### src/hdl/hst_pkg.sv
// ----------------------------------------------------------------------------
// hst_pkg: shared types and constants for the handle slot table
//
// Operation codes, controller states and field widths used by the table.
// ----------------------------------------------------------------------------
`default_nettype none

package hst_pkg;

  // Default slot count of the table
  localparam int SLOTS_DEF = 16;

  // Fixed field widths
  localparam int HANDLE_W  = 32;
  localparam int PAYLOAD_W = 32;
  localparam int COUNT_W   = 5;

  // Operation codes carried on op
  typedef enum logic [1:0] {
    OP_ALLOC  = 2'd0,
    OP_LOOKUP = 2'd1,
    OP_DELETE = 2'd2,
    OP_LIST   = 2'd3
  } op_t;

  // Controller states
  typedef enum logic [2:0] {
    ST_IDLE,
    ST_ALLOC,
    ST_FIND_RD,
    ST_FIND_DONE,
    ST_LIST_SCAN,
    ST_LIST_EMIT
  } state_t;

endpackage

`default_nettype wire

### src/hdl/handle_slot_table.sv
// ----------------------------------------------------------------------------
// handle_slot_table: fixed slot table that issues nonzero handles
//
// Allocates handles from a wrapping issue counter, looks up and deletes
// entries by handle, and lists live handles in slot order.
//
//   channel   direction  ports                                   handshake
//   command   in         op handle_in payload list_limit         start & !busy
//   result    out        ok handle_out payload_out occupancy last  result_valid
//   config    in         cfg_wdata                               cfg_we
//
// Steps from the accepted command to its result strobe: look up and delete run
// the reciprocal multiply, the memory read and the compare; allocate steps the
// counter until the slot of the candidate handle is free, or is refused; a list
// scans slot by slot and strobes once per handle emitted, once if it is empty.
// busy drops in the cycle of the last strobe, so the next command is accepted at
// the edge that ends it. Reset is synchronous and clears the slot valid bits at
// once. The receiver cannot stall.
// ----------------------------------------------------------------------------
`default_nettype none

module handle_slot_table #(
  parameter int SLOTS = hst_pkg::SLOTS_DEF
) (
  input  logic                           clk,
  input  logic                           rst,
  // command transaction
  input  logic                           start,
  output logic                           busy,
  input  logic [1:0]                     op,
  input  logic [hst_pkg::HANDLE_W-1:0]   handle_in,
  input  logic [hst_pkg::PAYLOAD_W-1:0]  payload,
  input  logic [hst_pkg::COUNT_W-1:0]    list_limit,
  // result transaction
  output logic                           result_valid,
  output logic                           ok,
  output logic [hst_pkg::HANDLE_W-1:0]   handle_out,
  output logic [hst_pkg::PAYLOAD_W-1:0]  payload_out,
  output logic [hst_pkg::COUNT_W-1:0]    occupancy,
  output logic                           last,
  // configuration
  input  logic                           cfg_we,
  input  logic [hst_pkg::COUNT_W-1:0]    cfg_wdata
);

  import hst_pkg::*;

  // Derived sizes
  localparam int SLOT_W  = $clog2(SLOTS);
  localparam int LIVE_W  = $clog2(SLOTS + 1);
  localparam int CMP_W   = (LIVE_W > COUNT_W) ? LIVE_W : COUNT_W;
  localparam int PROD_W  = 2 * HANDLE_W + 1;
  localparam int QSHIFT  = HANDLE_W + SLOT_W;

  // Reciprocal for handle modulo SLOTS: ceil(2^(32+L) / SLOTS), L = ceil(log2)
  localparam logic [63:0] MAGIC_WIDE =
    ((64'd1 << QSHIFT) + 64'(SLOTS) - 64'd1) / 64'(SLOTS);
  localparam logic [HANDLE_W:0] MAGIC = MAGIC_WIDE[HANDLE_W:0];

  localparam logic [SLOT_W-1:0] SLOTS_LO   = SLOT_W'(SLOTS);
  localparam logic [SLOT_W-1:0] LAST_SLOT  = SLOT_W'(SLOTS - 1);
  localparam logic [CMP_W-1:0]  SLOTS_CMP  = CMP_W'(SLOTS);
  localparam logic [CMP_W-1:0]  FILL_RESET = CMP_W'((SLOTS * 3) / 4);

  // Registers
  state_t                state;
  state_t                state_next;
  logic [CMP_W-1:0]      fill_limit;
  logic [LIVE_W-1:0]     live_count;
  logic [LIVE_W-1:0]     live_next;
  logic [HANDLE_W-1:0]   issue_ctr;
  logic [SLOT_W-1:0]     ctr_slot;
  logic [SLOTS-1:0]      slot_valid;
  op_t                   op_q;
  logic [HANDLE_W-1:0]   handle_q;
  logic [PAYLOAD_W-1:0]  payload_q;
  logic [COUNT_W-1:0]    limit_q;
  logic [PROD_W-1:0]     prod;
  logic [SLOT_W-1:0]     idx;
  logic [COUNT_W-1:0]    list_n;
  logic                  list_fin;
  logic                  rd_hit;
  logic [HANDLE_W-1:0]   rd_handle;
  logic [PAYLOAD_W-1:0]  rd_payload;

  // Slot memories
  logic [HANDLE_W-1:0]   handle_mem  [SLOTS];
  logic [PAYLOAD_W-1:0]  payload_mem [SLOTS];

  // Combinational control
  logic                  accept;
  logic [HANDLE_W-1:0]   cand_handle;
  logic [SLOT_W-1:0]     cand_slot;
  logic                  cand_free;
  logic                  alloc_refuse;
  logic [SLOT_W-1:0]     find_slot;
  logic [SLOT_W-1:0]     mult_lo;
  logic                  find_match;
  logic                  list_empty;
  logic [SLOTS-1:0]      hi_mask;
  logic                  fin_calc;
  logic [CMP_W-1:0]      live_ext;

  logic                  rd_en;
  logic [SLOT_W-1:0]     rd_addr;
  logic                  mem_we;
  logic                  ctr_step;
  logic                  valid_set;
  logic                  valid_clr;
  logic                  idx_step;
  logic                  idx_load;
  logic                  fin_load;
  logic                  emit;
  logic                  e_ok;
  logic [HANDLE_W-1:0]   e_handle;
  logic [PAYLOAD_W-1:0]  e_payload;
  logic                  e_last;

  assign accept = start && !busy;
  assign busy   = (state != ST_IDLE);

  // Next counter value, skipping zero, and its slot tracked incrementally
  always_comb begin
    if (issue_ctr == '1) begin
      cand_handle = HANDLE_W'(1);
      cand_slot   = SLOT_W'(1);
    end else begin
      cand_handle = issue_ctr + HANDLE_W'(1);
      cand_slot   = (ctr_slot == LAST_SLOT) ? '0 : ctr_slot + SLOT_W'(1);
    end
  end

  assign cand_free    = !slot_valid[cand_slot];
  assign live_ext     = CMP_W'(live_count);
  assign alloc_refuse = (payload_q == '0) || (live_ext >= SLOTS_CMP) ||
                        (live_ext >= fill_limit);

  // Handle modulo SLOTS: remainder from the registered reciprocal product
  assign mult_lo   = prod[QSHIFT +: SLOT_W] * SLOTS_LO;
  assign find_slot = handle_q[SLOT_W-1:0] - mult_lo;

  assign find_match = rd_hit && (handle_q != '0) && (rd_handle == handle_q);

  // List end detection: limit reached or no live slot above the current one
  assign list_empty = (limit_q == '0) || (slot_valid == '0);
  assign hi_mask    = ~(((SLOTS'(1) << idx) << 1) - SLOTS'(1));
  assign fin_calc   = (COUNT_W'(list_n + COUNT_W'(1)) == limit_q) ||
                      ((slot_valid & hi_mask) == '0);

  // Next state
  always_comb begin
    state_next = state;
    unique case (state)
      ST_IDLE: begin
        if (accept) begin
          unique case (op_t'(op))
            OP_ALLOC:               state_next = ST_ALLOC;
            OP_LOOKUP, OP_DELETE:   state_next = ST_FIND_RD;
            OP_LIST:                state_next = ST_LIST_SCAN;
          endcase
        end
      end
      ST_ALLOC: begin
        if (alloc_refuse || cand_free) state_next = ST_IDLE;
      end
      ST_FIND_RD:   state_next = ST_FIND_DONE;
      ST_FIND_DONE: state_next = ST_IDLE;
      ST_LIST_SCAN: begin
        priority if (list_n == '0 && list_empty) state_next = ST_IDLE;
        else if (slot_valid[idx])                state_next = ST_LIST_EMIT;
      end
      ST_LIST_EMIT: begin
        state_next = list_fin ? ST_IDLE : ST_LIST_SCAN;
      end
      default: state_next = ST_IDLE;
    endcase
  end

  // Datapath control and result selection
  always_comb begin
    rd_en     = 1'b0;
    rd_addr   = idx;
    mem_we    = 1'b0;
    ctr_step  = 1'b0;
    valid_set = 1'b0;
    valid_clr = 1'b0;
    idx_step  = 1'b0;
    idx_load  = 1'b0;
    fin_load  = 1'b0;
    live_next = live_count;
    emit      = 1'b0;
    e_ok      = 1'b0;
    e_handle  = '0;
    e_payload = '0;
    e_last    = 1'b1;
    unique case (state)
      ST_IDLE: ;
      ST_ALLOC: begin
        if (alloc_refuse) begin
          emit = 1'b1;
        end else begin
          ctr_step = 1'b1;
          if (cand_free) begin
            mem_we    = 1'b1;
            valid_set = 1'b1;
            live_next = live_count + LIVE_W'(1);
            emit      = 1'b1;
            e_ok      = 1'b1;
            e_handle  = cand_handle;
          end
        end
      end
      ST_FIND_RD: begin
        rd_en    = 1'b1;
        rd_addr  = find_slot;
        idx_load = 1'b1;
      end
      ST_FIND_DONE: begin
        emit = 1'b1;
        if (find_match) begin
          e_ok      = 1'b1;
          e_payload = rd_payload;
          if (op_q == OP_DELETE) begin
            valid_clr = 1'b1;
            live_next = live_count - LIVE_W'(1);
          end
        end
      end
      ST_LIST_SCAN: begin
        priority if (list_n == '0 && list_empty) begin
          emit = 1'b1;
        end else if (slot_valid[idx]) begin
          rd_en    = 1'b1;
          fin_load = 1'b1;
        end else begin
          idx_step = 1'b1;
        end
      end
      ST_LIST_EMIT: begin
        emit     = 1'b1;
        e_ok     = 1'b1;
        e_handle = rd_handle;
        e_last   = list_fin;
        idx_step = !list_fin;
      end
      default: ;
    endcase
  end

  // Control state
  always_ff @(posedge clk) begin
    if (rst) begin
      state        <= ST_IDLE;
      fill_limit   <= FILL_RESET;
      live_count   <= '0;
      issue_ctr    <= '0;
      ctr_slot     <= '0;
      slot_valid   <= '0;
      result_valid <= 1'b0;
    end else begin
      state        <= state_next;
      live_count   <= live_next;
      result_valid <= emit;
      if (cfg_we) fill_limit <= CMP_W'(cfg_wdata);
      if (ctr_step) begin
        issue_ctr <= cand_handle;
        ctr_slot  <= cand_slot;
      end
      if (valid_set) slot_valid[cand_slot] <= 1'b1;
      if (valid_clr) slot_valid[idx]       <= 1'b0;
    end
  end

  // Capture the command and start the modulo multiply
  always_ff @(posedge clk) begin
    if (accept) begin
      op_q      <= op_t'(op);
      handle_q  <= handle_in;
      payload_q <= payload;
      limit_q   <= list_limit;
      prod      <= {{(HANDLE_W + 1){1'b0}}, handle_in} *
                   {{HANDLE_W{1'b0}}, MAGIC};
    end
  end

  // Slot index and list progress
  always_ff @(posedge clk) begin
    if (accept) begin
      idx    <= '0;
      list_n <= '0;
    end else if (idx_load) begin
      idx    <= find_slot;
      rd_hit <= slot_valid[find_slot];
    end else if (idx_step) begin
      idx <= idx + SLOT_W'(1);
      if (state == ST_LIST_EMIT) list_n <= list_n + COUNT_W'(1);
    end
    if (fin_load) list_fin <= fin_calc;
  end

  // Slot memories: one write port, one registered read port
  always_ff @(posedge clk) begin
    if (mem_we) begin
      handle_mem[cand_slot]  <= cand_handle;
      payload_mem[cand_slot] <= payload_q;
    end
  end

  always_ff @(posedge clk) begin
    if (rd_en) begin
      rd_handle  <= handle_mem[rd_addr];
      rd_payload <= payload_mem[rd_addr];
    end
  end

  // Result register
  always_ff @(posedge clk) begin
    if (emit) begin
      ok          <= e_ok;
      handle_out  <= e_handle;
      payload_out <= e_payload;
      occupancy   <= COUNT_W'(live_next);
      last        <= e_last;
    end
  end

`ifndef SYNTH
  // Occupancy count tracks the live slots
  a_live_matches: assert property (@(posedge clk) disable iff (rst)
    $countones(slot_valid) == int'(live_count))
    else $error("live count differs from number of live slots");

  // Occupancy never exceeds the table size
  a_live_bound: assert property (@(posedge clk) disable iff (rst)
    live_count <= LIVE_W'(SLOTS))
    else $error("live count above slot count");

  // An accepted command always sets the block busy
  a_accept_busy: assert property (@(posedge clk) disable iff (rst)
    (start && !busy) |=> busy)
    else $error("command accepted without going busy");

  // A successful result that is not a payload carries a nonzero handle
  a_ok_handle: assert property (@(posedge clk) disable iff (rst)
    (result_valid && ok && payload_out == '0 && handle_out == '0) |->
      $past(state) == ST_FIND_DONE)
    else $error("successful allocate or list result with zero handle");
`endif

endmodule

`default_nettype wire

### config.mk
export PLATFORM = sky130hd
export DESIGN_NAME = handle_slot_table
export DESIGN_NICKNAME = d
export VERILOG_FILES = /design/src/hdl/hst_pkg.sv /design/src/hdl/handle_slot_table.sv
export SDC_FILE = /design/constraint.sdc
export NUM_CORES = 2
export LEC_CHECK = 0
export ABC_AREA = 1
export BUFFER_PORTS_ARGS = -buffer_cell sky130_fd_sc_hd__buf_4
export CAP_MARGIN = 20
export CORE_MARGIN = 5
export CORE_UTILIZATION = 35
export CTS_CLUSTER_DIAMETER = 30
export DETAILED_ROUTE_END_ITERATION = 10
export PLACE_DENSITY = 0.54
export SYNTH_ARGS = -nofsm -noshare
export SYNTH_HDL_FRONTEND = slang
export SYNTH_SLANG_ARGS = --single-unit
### constraint.sdc
create_clock -name clk -period 7.9 [get_ports clk]
set_clock_uncertainty 0.2 [all_clocks]
set_input_delay 1.185 -clock clk [delete_from_list [all_inputs] [get_ports clk]]
set_output_delay 1.185 -clock clk [all_outputs]
set_load 0.01 [all_outputs]
==> impl_table.tex <==
\begin{tabular}{lr}
\hline
Metric & Value \\
\hline
\multicolumn{2}{l}{\textbf{Worst setup path}} \\
\quad R2R Path End & payload\_mem[14][31] \\
\quad Worst Path Buf+Inv & 3 \\
\quad Cell type of the slowest stage on the worst timing path & buf\_4 \\
\quad Largest incremental delay on the critical path & 800 ps \\
\quad Type of the worst setup path & register to register \\
\quad Depth of the worst register-to-register path & 12 \\
\quad Cell Chain, Critical Path & nor4\_1 -> nand4\_1 -> nor2\_1 -> nor2\_1 -> nand2\_1 -> nor2\_4 -> buf\_4 -> nand2\_8 -> nor2\_4 -> inv\_2 -> nor2\_4 -> buf\_4 \\
\quad Maximum net fanout on the critical path & 51 \\
\quad Element type at the critical path end & register \\
\quad Reg2Reg Setup Slack & 3030 ps \\
\quad Data arrival at the endpoint of the critical path & 5140 ps \\
\quad Category of the worst setup path launch point & register \\
\quad CP delay by family, top & simple AND/OR/NAND/NOR gates \\
\quad Start of the worst register-to-register path & payload\_q[13] \\
\quad Most numerous cell on the critical path & nor2\_4 \\
\quad Required time of the critical path & 8170 ps \\
\multicolumn{2}{l}{\textbf{Flow run}} \\
\quad Max-capacitance violation count & 0 \\
\multicolumn{2}{l}{\textbf{Floorplan}} \\
\quad Core region area & 150000 µm² \\
\quad Die width & 398 µm \\
\quad Die Footprint & 158000 µm² \\
\quad Die Span Y & 398 µm \\
\quad Starting utilization of the core area & 0.352 \\
\quad Cell Rows & 142 \\
\quad IO Count & 153 \\
\multicolumn{2}{l}{\textbf{Yosys}} \\
\quad Synthesized cell area & 52600 µm² \\
\quad Gate count after technology mapping & 4159 \\
\quad Net count after synthesis & 4259 \\
\quad Total of flip-flops plus latches after synthesis & 1307 \\
\quad Part of the Yosys area used for sequential elements & 0.732 \\
\quad Number of warnings issued by yosys & 0 \\
\quad Post-synth EDFFs & 1232 \\
\quad Main flop type after synthesis & edfxtp\_1 \\
\quad Synthesized area per cell & 12.7 µm² \\
\quad Distinct cell type count of the synthesized netlist & 51 \\
\quad Cell types with the largest area share after synthesis & edfxtp\_1, o21ai\_0, nor2\_1 \\
\quad Biggest area consumer among synthesized cells & edfxtp\_1 \\
\quad FFs w/ async S/R, synth & 0 \\
\quad Area share of the leading cell type in the synthesized netlist & 0.703 \\
\multicolumn{2}{l}{\textbf{Hold path}} \\
\quad Hold path startpoint & payload[10] \\
\quad Worst-case hold path end point & payload\_q[10] \\
\quad Worst hold path cell count & 1 \\
\quad Class of the most critical hold timing path & input pin to register \\
\multicolumn{2}{l}{\textbf{STA}} \\
\quad Min setup slack post-route & 3030 ps \\
\quad Rel. slew slack & 0.290 \\
\quad Hold slack & 273 ps \\
\quad Endpoints failing setup & 0 \\
\quad Final hold viol count & 0 \\
\quad Setup TNS Final & 0 ps \\
\quad RSZ-0062 raised after global routing & no \\
\quad Max Transition Viols Final & 0 \\
\quad Share of the clock period used by the worst path after layout & 0.617 \\
\quad Tmin final & 4870 ps \\
\quad Worst Max-Slew Pin Slew & 1060 ps \\
\quad Max Freq & 205 MHz \\
\multicolumn{2}{l}{\textbf{Routing}} \\
\quad Vias after detailed routing & 35200 \\
\quad First-pass iteration count of the detailed router & 5 \\
\quad Per-cell via count in the routed design & 5.26 \\
\quad Met2 WL & 69.4 mm \\
\quad Top Metal Used & met4 \\
\quad Number of nets with antenna violations after routing & 0 \\
\quad 1st-iter DRT viols & 3227 \\
\quad Metal1 wirelength & 68.3 mm \\
\quad Post-detailed-routing wire length & 151 mm \\
\quad Wirelength per Cell & 22.6 µm \\
\quad Met3 Wirelength & 10.4 mm \\
\quad \# DRC & 0 \\
\multicolumn{2}{l}{\textbf{Global route}} \\
\quad Global-route wire length before repair & 225 mm \\
\quad Pin count of the biggest net entering global routing & 171 \\
\quad Global-route usage over all layers & 0.187 \\
\quad GR Overflow Total & 0 \\
\quad Initial antenna violation count & 1 \\
\quad Vias in the first global route & 35000 \\
\multicolumn{2}{l}{\textbf{Layout}} \\
\quad Leading cell type in the layout, fill and taps excluded & edfxtp\_1 \\
\quad Number of nets at the end of the flow & 4544 \\
\quad Share of the core filled with cells in the final layout & 0.442 \\
\quad Most frequent cells in the layout & edfxtp\_1, nor2\_1, o21ai\_0 \\
\quad Fraction of final layout cells with drive strength greater than 1 & 0.164 \\
\quad Synth-to-layout area growth & 25.7\% \\
\quad Post-route standard cell area excluding fillers & 66100 µm² \\
\multicolumn{2}{l}{\textbf{Clock network}} \\
\quad Worst skew pair latency & 900 ps \\
\quad Hold bufs inserted after CTS & 0 \\
\quad Clock slew seen by the registers of the worst setup and hold paths & 50 ps \\
\quad Clock tree from TritonCTS & done \\
\quad CTS Sinks & 1307 \\
\quad Library cell used as clock root buffer & clkbuf\_16 \\
\quad Total CTS buffers & 313 \\
\quad CTS H-Tree Depth & 5 \\
\quad PostCTS Resize Cnt & 0 \\
\quad Buffers from clock root to sink, at most & 4 \\
\quad Setup fix buffers added after clock tree synthesis & 0 \\
\multicolumn{2}{l}{\textbf{Place}} \\
\quad HPWL reported at the end of detailed placement & 83.0 mm \\
\quad Minimum setup slack after placement & 2950 ps \\
\quad Placed standard-cell area & 56000 µm² \\
\quad Final weighted congestion in routability-driven placement & 0.912 \\
\quad PortBufs & 152 \\
\multicolumn{2}{l}{\textbf{Power and ir drop}} \\
\quad Maximum ir drop on the vdd rail & 0.213 mV \\
\quad P\_leak & 23.0 nW \\
\quad Total power density per cell area & 364 nW/µm² \\
\multicolumn{2}{l}{\textbf{Outcome}} \\
\quad Run status & complete, no violations \\
\hline
\end{tabular}
==> worst max-delay path by stage <==
| stage | start | end | cells past startpoint | slack (ps) |
|---|---|---|---|---|
| 3_5_place_dp | payload_q[3] | payload_mem[14][22] | 12 | 2950 |
| 3_3_place_gp | payload_q[0] | payload_mem[14][24] | 12 | 2980 |
| 2_1_floorplan | idx[0] | rd_handle[0] | 7 | 1500 |
| 5_1_grt | payload_q[0] | payload_mem[14][31] | 12 | 2780 |
| 6_report | payload_q[13] | payload_mem[14][31] | 12 | 3030 |
| 4_1_cts | payload_q[3] | payload_mem[14][31] | 12 | 2950 |
==> synthesized netlist by cell type (2+ instances only) <==
cell type and n:
edfxtp_1 1232, nor2_1 702, o21ai_0 595, nand2_1 267, inv_1 233, clkbuf_1 207, o221ai_1 174, nand3_1 110
o22ai_1 103, o211ai_1 87, a21oi_1 82, dfxtp_1 75, nand4_1 41, nor3_1 25, nor4_1 25, xor2_1 22
ha_1 20, nor2_2 20, buf_2 19, o21ai_1 16, buf_1 13, or2_2 12, xnor2_1 9, inv_2 8
o31ai_1 8, a32o_1 6, nand2_2 5, nand2_4 4, nor2_4 4, and3_1 3, nand3b_1 3, nor3_2 3
o2111ai_1 3, a31oi_1 2, buf_6 2, clkbuf_2 2, nand3_2 2, o21bai_1 2
==> through the flow <==
step	instances	power [W]
2_1_floorplan	4159	0.0105
3_5_place_dp	6143	0.0119
4_1_cts	6687	0.0243
6_report	6690	0.0241
3_3_place_gp	6143	0.0119
5_1_grt	6689	0.0250
==> power breakdown <==
group | internal [W] | total (W) | switching [W]
combinational | 0.000948 | 0.00348 | 0.00253
clock | 0.00847 | 0.0123 | 0.00381
sequential | 0.00806 | 0.00829 | 0.000227
==> state kept, by name (all words and copies together), names as in the netlist <==
signal	cells
handle_out	32
limit_q	5
slot_valid	16
list_fin	1
handle_q	32
payload_out	32
rd_payload	32
list_n	5
last	1
occupancy	5
result_valid	1
payload_q	32
ctr_slot	4
issue_ctr	32
handle_mem	512
op_q	2
state	3
idx	4
payload_mem	512
live_count	5
ok	1
rd_hit	1
fill_limit	5
rd_handle	32
==> final cells by class <==
| class | count | area, µm² |
|---|---|---|
| clock inverters | 187 | 2000 |
| inverters | 243 | 942 |
| well taps | 2016 | 2520 |
| multi-input cells | 2366 | 12400 |
| clock buffers | 357 | 8150 |
| fillers | 13600 | 83500 |
| repair buffers | 213 | 1640 |
| flip-flops and latches | 1307 | 38500 |
| diodes | 1 | 2.50 |
==> layer usage <==
| metal | GRT usage | up-vias |
|---|---|---|
| met5 | 0 | - |
| met1 | 0.263 | 17600 |
| met3 | 0.0426 | 230 |
| met4 | 0.0554 | 0 |
| met2 | 0.291 | 1307 |
| li1 | - | 16100 |
==> cells by family (layout without fill, tap and decap cells) <==
logic type,after synthesis,after routing,synth area share
AO/OA/AOI/OAI,1085,1085,0.124
other,0,1,0
XOR/XNOR,31,31,0.00516
adder cells (fa/ha/maj),20,20,0.00476
buffers and inverters,486,1000,0.0355
flip-flops,1307,1307,0.732
AND/OR/NAND/NOR,1230,1230,0.0987
Note: power is estimated with default switching activity, not from simulation.
